<file path="src/rtl/core/srld_pkg.sv">
// Shared types and constants for the sprite RLE line decoder.
// Used by every module of the block; depends on nothing.
package srld_pkg;

  localparam int unsigned QUEUE_DEPTH = 2;
  localparam int unsigned QPTR_W      = $clog2(QUEUE_DEPTH);
  localparam int unsigned QCNT_W      = $clog2(QUEUE_DEPTH + 1);

  localparam logic [7:0] LINE_WIDTH_RESET = 8'd64;

  // Register addresses are decoded on paddr[2]; register 0 sits at byte 0.
  localparam int unsigned PADDR_W        = 3;
  localparam logic        REG_LINE_WIDTH = 1'b0;

  typedef enum logic [1:0] {
    KIND_TRANSPARENT = 2'd0,
    KIND_FILL        = 2'd1,
    KIND_LITERAL     = 2'd2
  } run_kind_t;

  typedef struct packed {
    logic       line_start;
    logic [7:0] code_byte;
  } in_item_t;

  typedef struct packed {
    logic [7:0] run_start;
    logic [6:0] run_length;
    logic [7:0] pixel_value;
    logic [1:0] run_kind;
    logic       line_done;
  } out_item_t;

endpackage

</file>
<file path="src/rtl/core/srld_front.sv">
// Front end: accepts code bytes, tracks the run phase and column, and
// builds run descriptors. Depends on srld_pkg.
module srld_front import srld_pkg::*; (
  input  logic      clk,
  input  logic      rst_n,
  input  logic      accept,
  input  in_item_t  item,
  input  logic [7:0] line_width,
  output logic      push,
  output out_item_t push_item
);

  typedef enum logic [1:0] {
    PH_HEADER  = 2'd0,
    PH_FILL    = 2'd1,
    PH_LITERAL = 2'd2
  } phase_t;

  phase_t     phase_r, phase_nxt;
  logic [5:0] remaining_r, remaining_nxt;
  logic [5:0] pending_r, pending_nxt;
  logic [8:0] column_r, column_nxt;
  logic       complete_r, complete_nxt;

  phase_t     phase_eff;
  logic       emit;
  logic [6:0] emit_len;
  logic [7:0] emit_value;
  run_kind_t  emit_kind;
  logic [9:0] run_end;
  logic       run_done;
  logic       live;
  logic [7:0] b;
  logic [5:0] rem_dec;
  logic [8:0] col_base;

  assign b       = item.code_byte;
  assign rem_dec = remaining_r - 6'd1;

  // Column after a possible line restart, before the run is added.
  assign col_base = item.line_start ? 9'd0 : column_r;

  always_comb begin
    phase_nxt     = phase_r;
    remaining_nxt = remaining_r;
    pending_nxt   = pending_r;
    column_nxt    = column_r;
    complete_nxt  = complete_r;
    emit          = 1'b0;
    emit_len      = 7'd0;
    emit_value    = 8'd0;
    emit_kind     = KIND_TRANSPARENT;
    phase_eff     = phase_r;
    live          = 1'b0;
    run_end       = 10'd0;
    run_done      = 1'b0;

    if (accept) begin
      if (item.line_start) begin
        phase_eff     = PH_HEADER;
        remaining_nxt = 6'd0;
        pending_nxt   = 6'd0;
        column_nxt    = 9'd0;
        complete_nxt  = 1'b0;
        live          = 1'b1;
      end else begin
        live = !complete_r;
      end
    end

    if (live) begin
      case (phase_eff)
        PH_FILL: begin
          phase_nxt   = PH_HEADER;
          pending_nxt = 6'd0;
          emit        = (pending_r != 6'd0);
          emit_len    = {1'b0, pending_r};
          emit_value  = b;
          emit_kind   = KIND_FILL;
        end
        PH_LITERAL: begin
          remaining_nxt = rem_dec;
          if (rem_dec == 6'd0) begin
            phase_nxt = PH_HEADER;
          end
          emit       = 1'b1;
          emit_len   = 7'd1;
          emit_value = b;
          emit_kind  = KIND_LITERAL;
        end
        default: begin
          phase_nxt = PH_HEADER;
          if (b[7]) begin
            emit      = (b[6:0] != 7'd0);
            emit_len  = b[6:0];
            emit_kind = KIND_TRANSPARENT;
          end else if (b[6]) begin
            pending_nxt = b[5:0];
            phase_nxt   = PH_FILL;
          end else if (b != 8'd0) begin
            remaining_nxt = b[5:0];
            phase_nxt     = PH_LITERAL;
          end
        end
      endcase

      run_end  = {1'b0, col_base} + {3'b000, emit_len};
      run_done = (run_end >= {2'b00, line_width});

      if (emit) begin
        column_nxt = run_end[8:0];
        if (run_done) begin
          complete_nxt  = 1'b1;
          phase_nxt     = PH_HEADER;
          remaining_nxt = 6'd0;
          pending_nxt   = 6'd0;
        end
      end
    end
  end

  assign push                  = emit;
  assign push_item.run_start   = col_base[7:0];
  assign push_item.run_length  = emit_len;
  assign push_item.pixel_value = emit_value;
  assign push_item.run_kind    = emit_kind;
  assign push_item.line_done   = run_done;

  always_ff @(posedge clk) begin
    if (!rst_n) begin
      phase_r     <= PH_HEADER;
      remaining_r <= 6'd0;
      pending_r   <= 6'd0;
      column_r    <= 9'd0;
      complete_r  <= 1'b1;
    end else begin
      phase_r     <= phase_nxt;
      remaining_r <= remaining_nxt;
      pending_r   <= pending_nxt;
      column_r    <= column_nxt;
      complete_r  <= complete_nxt;
    end
  end

`ifndef SYNTHESIS
  a_idle_drops: assert property (@(posedge clk) disable iff (!rst_n)
    (accept && complete_r && !item.line_start) |-> !push)
    else $error("byte after line end produced a run");

  a_done_closes: assert property (@(posedge clk) disable iff (!rst_n)
    (push && push_item.line_done) |=> (complete_r && phase_r == PH_HEADER))
    else $error("line end did not close the line");

  a_nonzero_run: assert property (@(posedge clk) disable iff (!rst_n)
    push |-> (push_item.run_length != 7'd0))
    else $error("zero-length run emitted");
`endif

endmodule

</file>
<file path="src/rtl/core/srld_queue.sv">
// Two-entry descriptor queue between the decode front end and the output
// stage. Depends on srld_pkg.
module srld_queue import srld_pkg::*; (
  input  logic      clk,
  input  logic      rst_n,
  input  logic      push,
  input  out_item_t push_item,
  output logic      not_full,
  output logic      q_valid,
  output out_item_t q_item,
  input  logic      pop
);

  out_item_t         slot_r [QUEUE_DEPTH];
  logic [QPTR_W-1:0] wr_ptr_r, rd_ptr_r;
  logic [QCNT_W-1:0] count_r;

  assign not_full = (count_r != QCNT_W'(QUEUE_DEPTH));
  assign q_valid  = (count_r != '0);
  assign q_item   = slot_r[rd_ptr_r];

  always_ff @(posedge clk) begin
    if (push) begin
      slot_r[wr_ptr_r] <= push_item;
    end
  end

  always_ff @(posedge clk) begin
    if (!rst_n) begin
      wr_ptr_r <= '0;
      rd_ptr_r <= '0;
      count_r  <= '0;
    end else begin
      if (push) begin
        wr_ptr_r <= (wr_ptr_r == QPTR_W'(QUEUE_DEPTH - 1)) ? '0 : wr_ptr_r + 1'b1;
      end
      if (pop) begin
        rd_ptr_r <= (rd_ptr_r == QPTR_W'(QUEUE_DEPTH - 1)) ? '0 : rd_ptr_r + 1'b1;
      end
      case ({push, pop})
        2'b10:   count_r <= count_r + 1'b1;
        2'b01:   count_r <= count_r - 1'b1;
        default: count_r <= count_r;
      endcase
    end
  end

`ifndef SYNTHESIS
  a_no_overflow: assert property (@(posedge clk) disable iff (!rst_n)
    push |-> not_full)
    else $error("push into a full queue");

  a_no_underflow: assert property (@(posedge clk) disable iff (!rst_n)
    pop |-> q_valid)
    else $error("pop from an empty queue");
`endif

endmodule

</file>
<file path="src/rtl/core/srld_back.sv">
// Output stage: pulls descriptors from the queue into the result register
// and drives the result channel. Depends on srld_pkg.
module srld_back import srld_pkg::*; (
  input  logic      clk,
  input  logic      rst_n,
  input  logic      q_valid,
  input  out_item_t q_item,
  output logic      pop,
  output logic      out_valid,
  input  logic      out_ready,
  output out_item_t out_data
);

  logic      valid_r;
  out_item_t data_r;

  // Refill whenever the register is empty or is being drained this cycle.
  assign pop       = q_valid && (!valid_r || out_ready);
  assign out_valid = valid_r;
  assign out_data  = data_r;

  always_ff @(posedge clk) begin
    if (pop) begin
      data_r <= q_item;
    end
  end

  always_ff @(posedge clk) begin
    if (!rst_n) begin
      valid_r <= 1'b0;
    end else if (pop) begin
      valid_r <= 1'b1;
    end else if (out_ready) begin
      valid_r <= 1'b0;
    end
  end

endmodule

</file>
<file path="src/rtl/core/sprite_rle_line_decoder.sv">
// Sprite RLE line decoder top level: config register, front end, queue and
// output stage. Depends on srld_pkg, srld_front, srld_queue, srld_back.
//
// Usage:
//   in_*  : one code byte per transaction (in_data.code_byte), with
//           in_data.line_start marking the first byte of a line.
//   out_* : one run descriptor per transaction: start column, length,
//           palette value (0 when transparent), kind, and line_done on the
//           run that reaches line_width.
//   cfg_* : APB-style write of line_width at byte address 0; pready is
//           always high and reads return the current value.
// Throughput is one byte per cycle while the queue is not full. The front
// end writes the queue at the edge that accepts a byte, and the output
// register loads from the queue once it is empty or being drained, which
// raises out_valid. Literal headers, fill headers, zero-length transparent
// headers and ignored bytes produce no descriptor.
// After reset line_width is 64 and the decoder ignores bytes until a
// transaction with line_start set. If the receiver stalls, the output
// register and the two-entry queue absorb descriptors; in_ready drops only
// when the queue is full, and nothing is dropped or reordered.
module sprite_rle_line_decoder import srld_pkg::*; (
  input  logic               clk,
  input  logic               rst_n,
  input  logic               in_valid,
  output logic               in_ready,
  input  in_item_t           in_data,
  output logic               out_valid,
  input  logic               out_ready,
  output out_item_t          out_data,
  input  logic               cfg_psel,
  input  logic               cfg_penable,
  input  logic               cfg_pwrite,
  input  logic [PADDR_W-1:0] cfg_paddr,
  input  logic [31:0]        cfg_pwdata,
  output logic [31:0]        cfg_prdata,
  output logic               cfg_pready
);

  logic [7:0] line_width_r;
  logic       cfg_write;
  logic       accept;
  logic       push;
  out_item_t  push_item;
  logic       not_full;
  logic       q_valid;
  out_item_t  q_item;
  logic       pop;

  // Configuration: single register, write in the access phase.
  assign cfg_pready = 1'b1;
  assign cfg_write  = cfg_psel && cfg_penable && cfg_pwrite && cfg_pready;
  assign cfg_prdata = (cfg_paddr[2] == REG_LINE_WIDTH) ? {24'd0, line_width_r} : 32'd0;

  always_ff @(posedge clk) begin
    if (!rst_n) begin
      line_width_r <= LINE_WIDTH_RESET;
    end else if (cfg_write && cfg_paddr[2] == REG_LINE_WIDTH) begin
      line_width_r <= cfg_pwdata[7:0];
    end
  end

  // Accept a byte whenever the queue can take a possible descriptor.
  assign in_ready = not_full;
  assign accept   = in_valid && in_ready;

  srld_front u_front (
    .clk        (clk),
    .rst_n      (rst_n),
    .accept     (accept),
    .item       (in_data),
    .line_width (line_width_r),
    .push       (push),
    .push_item  (push_item)
  );

  srld_queue u_queue (
    .clk       (clk),
    .rst_n     (rst_n),
    .push      (push),
    .push_item (push_item),
    .not_full  (not_full),
    .q_valid   (q_valid),
    .q_item    (q_item),
    .pop       (pop)
  );

  srld_back u_back (
    .clk       (clk),
    .rst_n     (rst_n),
    .q_valid   (q_valid),
    .q_item    (q_item),
    .pop       (pop),
    .out_valid (out_valid),
    .out_ready (out_ready),
    .out_data  (out_data)
  );

endmodule
</file>
<file path="config.mk">
export PLATFORM = sky130hd
export DESIGN_NAME = sprite_rle_line_decoder
export DESIGN_NICKNAME = d
export VERILOG_FILES = /design/src/rtl/core/srld_pkg.sv /design/src/rtl/core/srld_front.sv /design/src/rtl/core/srld_queue.sv /design/src/rtl/core/srld_back.sv /design/src/rtl/core/sprite_rle_line_decoder.sv
export SDC_FILE = /design/constraint.sdc
export NUM_CORES = 1
export LEC_CHECK = 0
export BUFFER_PORTS_ARGS = -buffer_cell sky130_fd_sc_hd__buf_2
export CAP_MARGIN = 20
export CORE_MARGIN = 2
export CORE_UTILIZATION = 55
export CTS_CLUSTER_SIZE = 20
export DETAILED_ROUTE_END_ITERATION = 7
export PLACE_DENSITY = 0.81
export SYNTH_ARGS = -nofsm -noshare
export SYNTH_HDL_FRONTEND = slang
export SYNTH_SLANG_ARGS = --single-unit
</file>
<file path="constraint.sdc">
create_clock -name clk -period 6.8 [get_ports clk]
set_clock_uncertainty 0.2 [all_clocks]
set_input_delay 0.34 -clock clk [delete_from_list [all_inputs] [get_ports clk]]
set_output_delay 0.34 -clock clk [all_outputs]
set_load 0.02 [all_outputs]
</file>
# [After elaboration in Yosys (flattened, before gate mapping)]
# Memories as Yosys holds them, arrays and structs flattened. A register that Yosys moved wholly into a read port is not among the register bits.
# Index checks and enable logic that the tools add are counted.
[op_classes] n_addsub=6 order_cmp=1 eq_ne=5 n_mux=58 bitwise=1 n_reduce_logical=16
[ops] cell="$mux W6" count=15
[ops] cell="$mux W9" count=4
[ops] cell="$mux W8" count=3
[ops] cell="$pmux W6 S2" count=2
[ops] cell="$mux W7" count=3
[ops] cell="$mux W2" count=9
[ops] cell="$mux W1" count=17
[ops] cell="$pmux W7 S2" count=1
[ops] cell="$pmux W2 S2" count=3
[ops] cell="$add A9 B7 Y10" count=1
[ops] cell="$ge A10 B8 Y1" count=1
[ops] cell="$reduce_bool A8 Y1" count=1
[ops] cell="$reduce_bool A7 Y1" count=1
[ops] cell="$logic_not A6 Y1" count=1
[ops] cell="$reduce_bool A2 Y1" count=3
[ops] cell="$reduce_bool A6 Y1" count=1
[ops] cell="$sub A6 B1 Y6 const B" count=1
[ops] cell="$logic_and A1 B1 Y1" count=5
[ops] cell="$eq A2 B1 Y1 const B" count=2
[ops] cell="$eq A2 B2 Y1 const B" count=2
[ops] cell="$add A1 B1 Y1 const B" count=2
[ops] cell="$add A2 B1 Y2 const B" count=1
[ops] cell="$logic_not A1 Y1" count=2
[ops] cell="$ne A2 B2 Y1 const B" count=1
[ops] cell="other kinds (5)" count=5
[totals] ff_bits=37 mem_bits_rw=52 in_bits=51 out_inout_bits=61 elab_cells=98 memories=1
[memory_table] name="u_queue.slot_r" depth=2 width=26 read_ports=1 rd_clocked_by_memory_dff=1 wr=1 line="srld_queue.sv:14" text="out_item_t slot_r [QUEUE_DEPTH];"

# [Depth between registers and ports, before layout]
# Gate-level depths: netlist of run 1.
[depth] word_depth=11 mapped_depth=24 mapped_depth_nobuf=20

# [Cells and area by module]
# A second synthesis of run 1 with hierarchy kept.
[unflattened] cells_unflattened=512 hier_area_um2=5776.8
[modules_own_cells] mod="srld_front" n_inst=1 cells_each=308 area_per_inst_um2=2255.9
[modules_own_cells] mod="srld_queue" n_inst=1 cells_each=103 area_per_inst_um2=2090.8
[modules_own_cells] mod="srld_back" n_inst=1 cells_each=30 area_per_inst_um2=828.3
[modules_own_cells] mod="sprite_rle_line_decoder" n_inst=1 cells_each=71 area_per_inst_um2=601.8

# [Worst setup path before layout of run 1]
# OpenSTA, ideal clock, no wires.
[synth_path] kind="register -> register" start="reg u_queue.count_r[0]" end="reg u_front.complete_r" arrival_time_ns=5.142 t_required_ns=6.478 path_slack_ns=1.336 stages_incl_launch_ff=24 n_path_buf=4 period_less_slack_ns=5.464 path_cell_list="dfxtp_1 > nand2b_1 > nand3_4 > clkbuf_1 > buf_2 > and2_1 > inv_2 > ha_1 > clkbuf_1 > clkbuf_1 > o21ai_0 > ha_1 > fa_1 > a211oi_1 > o21bai_1 > a21oi_1 > xnor2_1 > ha_1 > nand2_1 > o21ai_0 > a21o_1 > a211oi_2 > nand2_2 > a221o_1"
[synth_between] elab_chain_len=11
[synth_lines] item="from (decl)" line="srld_queue.sv:16" text="logic [QCNT_W-1:0] count_r;"
[synth_lines] item="from (signal assigned)" line="srld_queue.sv:41" text="2'b10: count_r <= count_r + 1'b1;"
[synth_lines] item="from (signal assigned)" line="srld_queue.sv:42" text="2'b01: count_r <= count_r - 1'b1;"
[synth_lines] item="from (signal assigned)" line="srld_queue.sv:43" text="default: count_r <= count_r;"
[synth_lines] item="$ne A2 B2 Y1 *" line="srld_queue.sv:18" text="assign not_full = (count_r != QCNT_W'(QUEUE_DEPTH));"
[synth_lines] item="named net in_ready" line="sprite_rle_line_decoder.sv:25" text="output logic in_ready,"
[synth_lines] item="$logic_and A1 B1 Y1 *" line="sprite_rle_line_decoder.sv:64" text="assign accept = in_valid && in_ready;"
[synth_lines] item="$mux W2" line="srld_front.sv:58" text="if (accept) begin"
[synth_lines] item="$eq A2 B2 Y1 / $eq A2 B1 Y1 (equally long branches)" line="srld_front.sv:72" text="case (phase_eff)"
[synth_lines] item="$pmux W7 S2" line="srld_front.sv:72"
[synth_lines] item="$mux W7" line="srld_front.sv:71" text="if (live) begin"
[synth_lines] item="$add A9 B7 Y10" line="srld_front.sv:107" text="run_end = {1'b0, col_base} + {3'b000, emit_len};"
[synth_lines] item="$ge A10 B8 Y1" line="srld_front.sv:108" text="run_done = (run_end >= {2'b00, line_width});"
[synth_lines] item="$mux W1" line="srld_front.sv:112" text="if (run_done) begin"
[synth_lines] item="$mux W1" line="srld_front.sv:110" text="if (emit) begin"
[synth_lines] item="$mux W1 *" line="srld_front.sv:71"
[synth_lines] item="to (signal assigned)" line="srld_front.sv:141" text="complete_r <= complete_nxt;"
[synth_lines] item="to (decl)" line="srld_front.sv:23" text="logic complete_r, complete_nxt;"
# The timed path passes the listed nets; every way through them passes the cells marked *. The select of a mux whose other input is x is not followed.
# A chain may end at the register's enable or synchronous reset.

# [Worst setup path in the final report of run 1]
[layout_path] start="reg u_queue.count_r[0]" end="reg u_front.complete_r"
[layout_between] elab_chain_len=11
[layout_lines] item="$ne A2 B2 Y1 *" line="srld_queue.sv:18"
[layout_lines] item="$logic_and A1 B1 Y1 *" line="sprite_rle_line_decoder.sv:64"
[layout_lines] item="$mux W2" line="srld_front.sv:58"
[layout_lines] item="$eq A2 B2 Y1 / $eq A2 B1 Y1 (equally long branches)" line="srld_front.sv:72"
[layout_lines] item="$pmux W7 S2" line="srld_front.sv:72"
[layout_lines] item="$mux W7" line="srld_front.sv:71"
[layout_lines] item="$add A9 B7 Y10" line="srld_front.sv:107"
[layout_lines] item="$ge A10 B8 Y1" line="srld_front.sv:108"
[layout_lines] item="$mux W1" line="srld_front.sv:112"
[layout_lines] item="$mux W1" line="srld_front.sv:110"
[layout_lines] item="$mux W1 *" line="srld_front.sv:71"
# Every way passes the cells marked *; elsewhere a longest branch is shown, timed or not. The select of a mux whose other input is x is not followed.

==> impl_metrics.json, run 1 <==
{
  "r2r_cells": 18,
  "synth-compound-area-share_pct": 12.3,
  "ys_types": 66,
  "p_clk_share_pct": 34.0,
  "synth_seq_cells": 115,
  "synth-main-ff-cell": "edfxtp_1",
  "fin_crit_sh_pct": 85.8,
  "synth_async_sr_flop_share_pct": 0,
  "worst_pin_slew_ns": 0.896,
  "hold_path_depth": 3,
  "drive_gt1_share_pct": 23.4,
  "portBuffers": 60,
  "netlist_instances": 506,
  "drt_wl_total_mm": 11.2,
  "syn_avg_cell_area_um2": 11.3,
  "fmax_mhz": 171,
  "cts-htree-levels": 4,
  "dp_hpwl_mm": 7.73,
  "area_growth_syn_to_layout_pct": 17.2,
  "cts_tree": "built",
  "cts_buffers": 17,
  "start_kind": "flip-flop",
  "vias": 3996,
  "design.core.area_um2": 10200,
  "switching_share_pct": 30.4,
  "viasPerCell": 5.50,
  "path_buf_inv": 0,
  "antenna_left": 0,
  "wl_per_cell_um": 15.4,
  "post_cts_resized": 0,
  "path_clk_slew_ns": 0.06,
  "yosys.area_share.simple_pct": 14.3,
  "clock_sinks": 115,
  "synth-xor-area-share_pct": 2.00,
  "crit_family": "adder cells",
  "antenna_found_initial": 0,
  "drc": 0,
  "place_congestion": 0.854,
  "io_pins": 112,
  "place_inst": 679,
  "grt_pass1_wl_mm": 18.4,
  "drtIter0Drc": 310,
  "fp.dieH_um": 106,
  "crit_path_top_delay_cell": "ha_1",
  "grt_usage_pct": 21.1,
  "insertion_delay_ns": 0.52,
  "final_max_slew_viol_count": 0,
  "hold_viol": 0,
  "synth_edf_count": 78,
  "cp_num_cells": 18,
  "peakVddDrop_mv": 0.307,
  "synth.area.top_cells": "edfxtp_1 (41%), dfxtp_1 (13%), mux2_2 (5.1%)",
  "layout.cells.non_filler": 726,
  "cts_root_buf": "clkbuf_8",
  "slew_headroom_pct": 40.3,
  "status": "complete, no violations",
  "path_class": "reg -> reg",
  "worstHoldPathType": "in -> reg",
  "synth_top_family_by_area": "simple AND/OR/NAND/NOR gates",
  "grt_remaining_overflow": 0,
  "synth_top_area_cell": "edfxtp_1",
  "die_w_um": 106,
  "nets": 650,
  "crit_chain": "nand2b_1 > nand3_4 > and2_1 > ha_1 > o21ai_0 > ha_1 > fa_1 > a211oi_1 > o21bai_1 > a21oi_1 > xnor2_1 > ha_1 > nand2_1 > o21ai_0 > a21o_1 > a211oi_2 > nand2_2 > a221o_1",
  "synthMuxAreaShare_pct": 5.73,
  "num_antenna_cells": 0,
  "setup_tns_ns": 0,
  "cp.arrival_ns": 6.04,
  "max_stage_delay_ns": 0.89,
  "internal-power_uw": 1570,
  "clk_path_buf_depth": 2,
  "hold_buffers": 15,
  "switchingPower_uw": 687,
  "rsz0062_at_grt": "no",
  "period_minus_slack_ns": 5.83,
  "required_ns": 7.00,
  "synthAdderAreaFrac_pct": 4.96,
  "nFillCells": 787,
  "syn_area_um2": 5700,
  "endpoint_kind": "flip-flop",
  "post-cts-setup-buffer-count": 0,
  "p_total_uw": 2260,
  "drv_cap": 0,
  "critPathMaxFanout": 31,
  "comb_power_share_pct": 24.6,
  "num_rows": 37,
  "finalSetupViolCount": 0,
  "synth_warnings": 0,
  "ys_seq_area_share_pct": 54.1,
  "pwr_density_cell_nw_per_um2": 339,
  "fp.dieArea_um2": 11200,
  "initial_core_util_pct": 55.9,
  "synth_top_area_share_pct": 41.1,
  "seqPwrFrac_pct": 41.4,
  "grt_max_degree": 32,
  "leakage_uw": 0.00260,
  "crit_top_cell": "ha_1",
  "grt_pass1_vias": 3778,
  "drtPass1Iterations": 5
}
==> flip-flops by register name (all words and copies together), names as in the netlist, 2 cells and up <==
register             flops
u_back.out_data         26
u_queue.slot_r          52
u_front.column_r         9
u_queue.count_r          2
u_front.pending_r        6
u_front.remaining_r      6
u_front.phase_r          2
line_width_r             8
==> worst paths after layout <==
| path | slack (ns) | endpoint | startpoint |
|---|---|---|---|
| max | 0.97 | u_front.complete_r$_SDFF_PN1_ | u_queue.count_r[0]$_SDFFE_PN0P_ |
| min | 0.03 | u_front.pending_r[1]$_SDFF_PN0_ | in_data[1] |
| max reg2reg | 0.97 | u_front.complete_r$_SDFF_PN1_ | u_queue.count_r[0]$_SDFFE_PN0P_ |
| min reg2reg | 0.26 | line_width_r[5]$_SDFFE_PN0P_ | line_width_r[5]$_SDFFE_PN0P_ |
==> worst reg2reg max path, cell delays in order (launching register included) <==
cell and delay, ns:
dfxtp_1 0.41, nand2b_1 0.24, nand3_4 0.28, and2_1 0.32, ha_1 0.89, o21ai_0 0.35
ha_1 0.30, fa_1 0.43, a211oi_1 0.30, o21bai_1 0.12, a21oi_1 0.18, xnor2_1 0.19
ha_1 0.28, nand2_1 0.08, o21ai_0 0.07, a21o_1 0.16, a211oi_2 0.32, nand2_2 0.21
a221o_1 0.36
==> stage by stage <==
step           utilization [%]  hold WS, ns  cell area, um2  setup slack (ns)
2_1_floorplan                -        0.236            5780              1.34
3_3_place_gp              58.7        0.244            5980              1.11
3_5_place_dp              59.0        0.249            6010              1.03
4_1_cts                   65.5     0.000972            6670              1.00
5_1_grt                   65.5       0.0128            6670             0.456
6_report                  65.5       0.0303            6670             0.967
==> logic make-up after synthesis <==
kind of cell / count (synthesis)
and+or+nand+nor: 161
DFF: 115
AOI/OAI and AO/OA: 97
buffers and inverters: 67
muxes: 29
adders and majority gates: 22
xor gates and xnor gates: 13
other: 2
==> power groups by stage <==
stage / Sequential (uW) / Clock [uW] / Combinational, uW
final: 936 / 769 / 557
after global routing: 948 / 807 / 605
after CTS: 938 / 774 / 564
after detailed placement: 951 / 0 / 553
after global placement: 963 / 0 / 504
after floorplan: 1030 / 0 / 326
==> metal layers <==
metal,share of wire (%),global-route usage [%]
met1,44,27.3
met2,48,34.1
met3,6.1,6.12
met4,1.8,7.52
met5,0,0
==> final cells by class <==
class	instances	area, um2	area share (%)
clock buffers	20	425	6.38
clock inverters	12	91.3	1.37
inverters	17	65.1	0.975
multi-input cells	347	2340	35.0
flip-flops and latches	115	3080	46.2
well taps	136	170	2.55
repair buffers	79	500	7.50
==> Yosys cell counts (3+ instances only) <==
cell      number
nor2_1        34
or3_1          3
inv_1         13
and2_1        11
xor2_1         4
ha_1          21
buf_4         26
and3_1        12
dfxtp_1       37
xnor2_1        9
nor3_1         3
clkbuf_1      20
mux2_2        26
nor3b_1        3
nand3_1       22
o21ai_1        8
a221oi_2       3
nor2b_1       12
a22oi_1        3
a32oi_1       14
o21ai_0       12
edfxtp_1      78
a31oi_1        4
a21oi_1       28
nand2_1       45
a21o_1         4
==> cell usage in the layout (no fill, tap or decap), types with 3 or more instances in the layout <==
cell type	Yosys	layout
xor2_1	4	4
and3_1	12	12
and2_1	11	11
nor2_2	1	3
buf_2	1	60
dlygate4sd3_1	0	15
o21ai_1	8	8
a221oi_2	3	3
conb_1	2	25
o21ai_0	12	12
or3_1	3	3
nor3b_1	3	3
nand3_1	22	22
nor2_1	34	32
a21oi_1	28	28
a31oi_1	4	4
clkbuf_16	0	16
clkinv_2	1	7
a21o_1	4	4
a32oi_1	14	14
nor2b_1	12	12
nor3_1	3	3
dfxtp_1	37	37
inv_1	13	13
clkbuf_1	20	3
xnor2_1	9	9
ha_1	21	21
a22oi_1	3	3
clkinv_1	1	3
mux2_2	26	26
buf_4	26	3
nand2_1	45	45
edfxtp_1	78	78
No activity file was read; power rests on OpenSTA's default activity.
==> run 2: changes to the inputs <==
--- a/config.mk
+++ b/config.mk
@@ -8,10 +8,11 @@
 export BUFFER_PORTS_ARGS = -buffer_cell sky130_fd_sc_hd__buf_2
 export CAP_MARGIN = 20
 export CORE_MARGIN = 2
-export CORE_UTILIZATION = 55
+export CORE_UTILIZATION = 56
 export CTS_CLUSTER_SIZE = 20
 export DETAILED_ROUTE_END_ITERATION = 7
-export PLACE_DENSITY = 0.81
+export PLACE_DENSITY = 0.82
 export SYNTH_ARGS = -nofsm -noshare
 export SYNTH_HDL_FRONTEND = slang
+export SYNTH_HIERARCHICAL = 1
 export SYNTH_SLANG_ARGS = --single-unit
==> run 2 against run 1 <==
  * Synthesized cell count increased by 1.2%
  * Clock-buffer cell count decreased by 2
  * Via count increased by 2.9%
  * Critical path type unchanged
  * Critical endpoint is now u_front/pending_r[0]$_SDFF_PN0_
  * Largest cell class unchanged
  * Largest power group unchanged
  * Highest routed layer unchanged
==> impl_metrics.json, run 2 <==
{
  "status": "complete, no violations",
  "drt_wl_total_mm": 11.5,
  "synth-main-ff-cell": "edfxtp_1",
  "place_congestion": 0.916,
  "ys_types": 60,
  "fp.dieH_um": 106,
  "num_rows": 37,
  "design_area_um2": 6760,
  "grt_max_degree": 36,
  "setup_tns_ns": 0,
  "initial_core_util_pct": 56.7,
  "cp.arrival_ns": 5.93,
  "synth_edf_count": 78,
  "post_cts_resized": 0,
  "required_ns": 7.00,
  "clk_path_buf_depth": 2,
  "switching_share_pct": 29.8,
  "switchingPower_uw": 690,
  "r2r_setup_slack_ns": 1.07,
  "syn_avg_cell_area_um2": 11.3,
  "crit_family": "compound AO/OA/AOI/OAI gates",
  "netlist_instances": 512,
  "grt_usage_pct": 21.6,
  "slew_headroom_pct": 48.1,
  "cts_tree": "built",
  "finalSetupViolCount": 0,
  "final_max_slew_viol_count": 0,
  "antenna_left": 0,
  "synthTopCellsByCount": "edfxtp_1 (78), nand2_1 (64), dfxtp_1 (38)",
  "fin_crit_sh_pct": 84.2,
  "worst_pin_slew_ns": 0.771,
  "path_buf_inv": 1,
  "insertion_delay_ns": 0.52,
  "final_cell_mix": "edfxtp_1 (78), nand2_1 (64), buf_2 (60)",
  "ys_seq_area_share_pct": 53.7,
  "critPathMaxFanout": 21,
  "max_stage_delay_ns": 0.66,
  "largest_reg_flops": 52,
  "leakage_uw": 0.00263,
  "crit_chain": "nand2b_1 > and2_1 > nand2_1 > buf_4 > and2_1 > ha_1 > o21ai_0 > ha_1 > fa_1 > a211oi_1 > o21bai_1 > a21oi_1 > xnor2_1 > ha_1 > and2_1 > a211oi_1 > nand3_1 > a311oi_1",
  "synth_top_area_cell": "edfxtp_1",
  "drv_cap": 0,
  "synth_async_sr_flop_share_pct": 0,
  "period_minus_slack_ns": 5.73,
  "dp_hpwl_mm": 7.66,
  "pwr_density_cell_nw_per_um2": 342,
  "comb_power_share_pct": 23.8,
  "portBuffers": 60,
  "synth_warnings": 6,
  "internal-power_uw": 1620,
  "hold_viol": 0,
  "grt_remaining_overflow": 0,
  "top_register": "u_queue/slot_r",
  "cts_buffers": 17,
  "peakVddDrop_mv": 0.157,
  "fmax_mhz": 175,
  "rsz0062_at_grt": "no",
  "antenna_found_initial": 0,
  "wl_per_cell_um": 15.7,
  "worstHoldPathType": "in -> reg",
  "nFillCells": 775,
  "path_class": "reg -> reg",
  "grt_pass1_wl_mm": 18.7,
  "cts_root_buf": "clkbuf_8",
  "drtIter0Drc": 309,
  "grt_pass1_vias": 3946,
  "seqPwrFrac_pct": 40.7,
  "drtPass1Iterations": 5,
  "placedInstanceArea_um2": 6090,
  "fp.dieArea_um2": 11100,
  "synth_top_area_share_pct": 40.5,
  "nets": 655,
  "synth_seq_cells": 116,
  "vias": 4110,
  "clock_sinks": 116,
  "endpoint_kind": "flip-flop",
  "layout_commonest_cell": "edfxtp_1",
  "num_antenna_cells": 0,
  "area_growth_syn_to_layout_pct": 17.0,
  "io_pins": 112,
  "design.core.area_um2": 10200,
  "path_clk_slew_ns": 0.05,
  "drive_gt1_share_pct": 20.0,
  "hold_buffers": 9,
  "syn_area_um2": 5780,
  "synth.area.top_cells": "edfxtp_1 (41%), dfxtp_1 (13%), ha_1 (4.5%)",
  "p_clk_share_pct": 35.5,
  "crit_path_top_delay_cell": "ha_1",
  "start_kind": "flip-flop",
  "synth_most_common_cell": "edfxtp_1",
  "die_w_um": 106,
  "post-cts-setup-buffer-count": 0,
  "cts-htree-levels": 4,
  "drc": 0,
  "viasPerCell": 5.62
}
run 2: cell count changes after synthesis, sizes merged, moves of 6 or more:
cell | previous run | this run
a311oi | 0 | 6
and2 | 11 | 26
o21ai | 21 | 13
nor2 | 36 | 9
mux2i | 3 | 9
a21oi | 28 | 20
a32oi | 14 | 1
nand2 | 46 | 64
and2b | 0 | 8
run 2: layout make-up:
class | count | area, um2 | share of cell area (%)
multi-input cells | 353 | 2400 | 35.5
inverters | 18 | 70.1 | 1.04
clock inverters | 14 | 139 | 2.05
clock buffers | 18 | 418 | 6.18
flip-flops and latches | 116 | 3100 | 45.9
repair buffers | 76 | 463 | 6.85
well taps | 136 | 170 | 2.52
run 2: path summary, 6_finish.rpt:
path,startpoint,end,depth (start not counted)
worst max register to register,u_queue/count_r[0]$_SDFFE_PN0P_,u_front/pending_r[0]$_SDFF_PN0_,18
worst min register to register,u_front/column_r[5]$_SDFF_PN0_,u_front/column_r[5]$_SDFF_PN0_,2
worst max-delay path,u_queue/count_r[0]$_SDFFE_PN0P_,u_front/pending_r[0]$_SDFF_PN0_,18
worst min-delay path,in_data[0],u_queue/slot_r[1][3]$_DFFE_PP_,2
run 2: kinds of logic after synthesis:
kind of cell | after synthesis | synth area share [%]
mux | 36 | 6.89
other cells | 2 | 0.130
simple gates | 173 | 15.6
xor+xnor | 13 | 1.97
flops | 116 | 53.7
compound gates | 84 | 10.4
buf+inv | 66 | 6.35
fa+ha+maj | 22 | 4.89
run 2: power groups by stage:
stage | sequential [uW] | combinational, uW | clock (uW)
after floorplan | 1030 | 321 | 0
after global placement | 970 | 491 | 0
after detailed placement | 977 | 507 | 0
after CTS | 963 | 516 | 833
after global routing | 954 | 595 | 864
final | 941 | 552 | 821
run 2: worst reg2reg max path: cells and delay by family (launching register included):
kind / cells / cell delay [ns]
xor+xnor: 1 / 0.19
flops: 1 / 0.39
fa+ha+maj: 4 / 1.67
simple gates: 6 / 1.16
buf+inv: 1 / 0.22
compound gates: 6 / 1.79
run 2: per-stage QoR:
step / hold WS, ns / instances / total power (uW) / setup WS (ns) / utilization (%)
3_3_place_gp: 0.251 / 689 / 1460 / 1.45 / 59.8
2_1_floorplan: 0.243 / 535 / 1350 / 1.67 / -
5_1_grt: 0.0320 / 731 / 2410 / 0.606 / 66.4
6_report: 0.0209 / 731 / 2310 / 1.07 / 66.4
3_5_place_dp: 0.254 / 689 / 1480 / 1.28 / 59.8
4_1_cts: 0.00647 / 730 / 2310 / 1.21 / 66.1
run 2: per-layer routing:
metal  track usage [%]  vias up  wire [um]
met5                 0        -          0
met4              10.3        0        349
met3              5.57       34        691
met2              36.8      188       5670
met1              25.3     1934       4740
li1                  -     1954          -
==> run 3: changes to the inputs <==
--- a/config.mk
+++ b/config.mk
@@ -8,10 +8,10 @@
 export BUFFER_PORTS_ARGS = -buffer_cell sky130_fd_sc_hd__buf_2
 export CAP_MARGIN = 20
 export CORE_MARGIN = 2
-export CORE_UTILIZATION = 56
+export CORE_UTILIZATION = 50
 export CTS_CLUSTER_SIZE = 20
 export DETAILED_ROUTE_END_ITERATION = 7
-export PLACE_DENSITY = 0.82
+export PLACE_DENSITY = 0.77
 export SYNTH_ARGS = -nofsm -noshare
 export SYNTH_HDL_FRONTEND = slang
 export SYNTH_HIERARCHICAL = 1
==> constraint.sdc (replaced) <==
create_clock -name clk -period 5.1 [get_ports clk]
set_clock_uncertainty 0.2 [all_clocks]
set_input_delay 0.255 -clock clk [delete_from_list [all_inputs] [get_ports clk]]
set_output_delay 0.255 -clock clk [all_outputs]
set_load 0.02 [all_outputs]
==> run 3 against run 2 <==
  * Combinational power grew 36%
  * Design area grew 2.9%
  * Worst setup slack lost 0.76 ns
  * Global-route usage shrank 2.1 points
  * Largest cell class unchanged
  * Sequential cell count is the same
  * Via count shrank 1.2%
==> impl_metrics.json, run 3 (synthesis results as in run 2) <==
{
  "slew_headroom_pct": 56.3,
  "cts_tree": "built",
  "portBuffers": 60,
  "initial_core_util_pct": 50.8,
  "period_minus_slack_ns": 4.79,
  "fp.dieH_um": 111,
  "io_pins": 112,
  "crit_family": "compound AO/OA/AOI/OAI gates",
  "drt_wl_total_mm": 11.8,
  "vias": 4059,
  "post-place-ws_ns": 0.0744,
  "seqPwrFrac_pct": 37.9,
  "hold_viol": 0,
  "fmax_mhz": 209,
  "comb_power_share_pct": 22.6,
  "clock_sinks": 116,
  "design.core.area_um2": 11400,
  "wl_met3_um": 657,
  "insertion_delay_ns": 0.40,
  "worstHoldPathType": "in -> reg",
  "cp.arrival_ns": 4.89,
  "path_buf_inv": 2,
  "num_antenna_cells": 0,
  "nets": 659,
  "clk_path_buf_depth": 2,
  "worst_pin_slew_ns": 0.649,
  "critPathMaxFanout": 10,
  "fp.dieArea_um2": 12400,
  "highest-signal-layer": "met4",
  "final_cell_mix": "edfxtp_1 (78), nand2_1 (64), buf_2 (60)",
  "largest_reg_flops": 52,
  "area_growth_syn_to_layout_pct": 20.4,
  "p_clk_share_pct": 39.5,
  "grt_remaining_overflow": 0,
  "layout.cells.non_filler": 742,
  "place_inst": 701,
  "setup_ws_ns": 0.313,
  "crit_path_top_delay_cell": "fa_1",
  "path_clk_slew_ns": 0.05,
  "leakage_uw": 0.00271,
  "endpoint_kind": "flip-flop",
  "switching_share_pct": 28.0,
  "grt_max_degree": 36,
  "die_w_um": 111,
  "wl_per_cell_um": 16.0,
  "grt_usage_pct": 19.4,
  "grt_pass1_vias": 3896,
  "cts_root_buf": "clkbuf_16",
  "wl_met1_mm": 5.09,
  "viasPerCell": 5.47,
  "drtIter0Drc": 334,
  "max_stage_delay_ns": 0.44,
  "drc": 0,
  "drv_cap": 0,
  "place_congestion": 0.894,
  "cts-htree-levels": 4,
  "antenna_found_initial": 0,
  "drtPass1Iterations": 5,
  "antenna_left": 0,
  "internal-power_uw": 2400,
  "post-cts-setup-buffer-count": 0,
  "layout_commonest_cell": "edfxtp_1",
  "path_class": "reg -> reg",
  "switchingPower_uw": 930,
  "grt_pass1_wl_mm": 19.3,
  "required_ns": 5.20,
  "dr_wl_met2_mm": 5.88,
  "drive_gt1_share_pct": 22.2,
  "dp_hpwl_mm": 7.87,
  "fin_crit_sh_pct": 93.9,
  "p_total_uw": 3330,
  "pwr_density_cell_nw_per_um2": 478,
  "cts_buffers": 17,
  "crit_chain": "nand2b_1 > and2_2 > nand2_1 > and2_1 > inv_1 > ha_2 > a21oi_1 > o21ai_1 > ha_1 > fa_1 > a211oi_2 > o21bai_1 > a21oi_1 > xnor2_1 > ha_1 > and2_1 > a211oi_1 > buf_4 > nand3_2 > a311oi_2",
  "status": "complete, no violations",
  "peakVddDrop_mv": 0.285,
  "start_kind": "flip-flop",
  "finalSetupViolCount": 0,
  "num_rows": 39,
  "fin_hold_ws_ns": 0.0594,
  "final_max_slew_viol_count": 0,
  "top_register": "u_queue/slot_r"
}
## run 3: power groups by stage
stage / combinational (uW) / clock, uW / sequential [uW]
2_1_floorplan: 428 / 0 / 1380
3_3_place_gp: 667 / 0 / 1300
3_5_place_dp: 736 / 0 / 1280
4_1_cts: 751 / 1330 / 1260
5_1_grt: 816 / 1380 / 1280
6_report: 751 / 1310 / 1260
## run 3: layout make-up
type,instances,area (um2)
fill,878,4410
sequential,116,3100
multi-input combinational,353,2450
timing repair buffer,80,493
clock buffer,17,425
clock inverter,15,235
tap,143,179
inverter,18,70.1
## run 3: timing repair
action	CTS	global route
setup endpoints to repair	1	17
hold buffers	9	0
endpoints found under the hold margin	9	0
gates resized for setup	1	14
## run 3: stage by stage
stage / instance area (um2) / setup TNS, ns / utilization (%)
6_report: 6960 / 0 / 61.2
5_1_grt: 6960 / -0.162 / 61.2
4_1_cts: 6910 / 0 / 60.7
3_5_place_dp: 6150 / 0 / 54.1
3_3_place_gp: 6130 / 0 / 53.9
2_1_floorplan: 5860 / 0 / -
## run 3: metal layers
metal / GRT usage (%) / up-vias
li1: - / 1950
met1: 24.4 / 1945
met2: 32.5 / 149
met3: 4.25 / 15
met4: 8.56 / 0
met5: 0 / -
## run 3: path summary, 6_finish.rpt
kind	startpoint	slack [ns]	endpoint	cells after the start
worst min-delay path	in_data[5]	0.06	u_queue/slot_r[1][8]$_DFFE_PP_	2
worst min register to register	u_front/column_r[6]$_SDFF_PN0_	0.26	u_front/column_r[6]$_SDFF_PN0_	2
worst max-delay path	u_queue/count_r[0]$_SDFFE_PN0P_	0.31	u_front/pending_r[0]$_SDFF_PN0_	20
worst max register to register	u_queue/count_r[0]$_SDFFE_PN0P_	0.31	u_front/pending_r[0]$_SDFF_PN0_	20
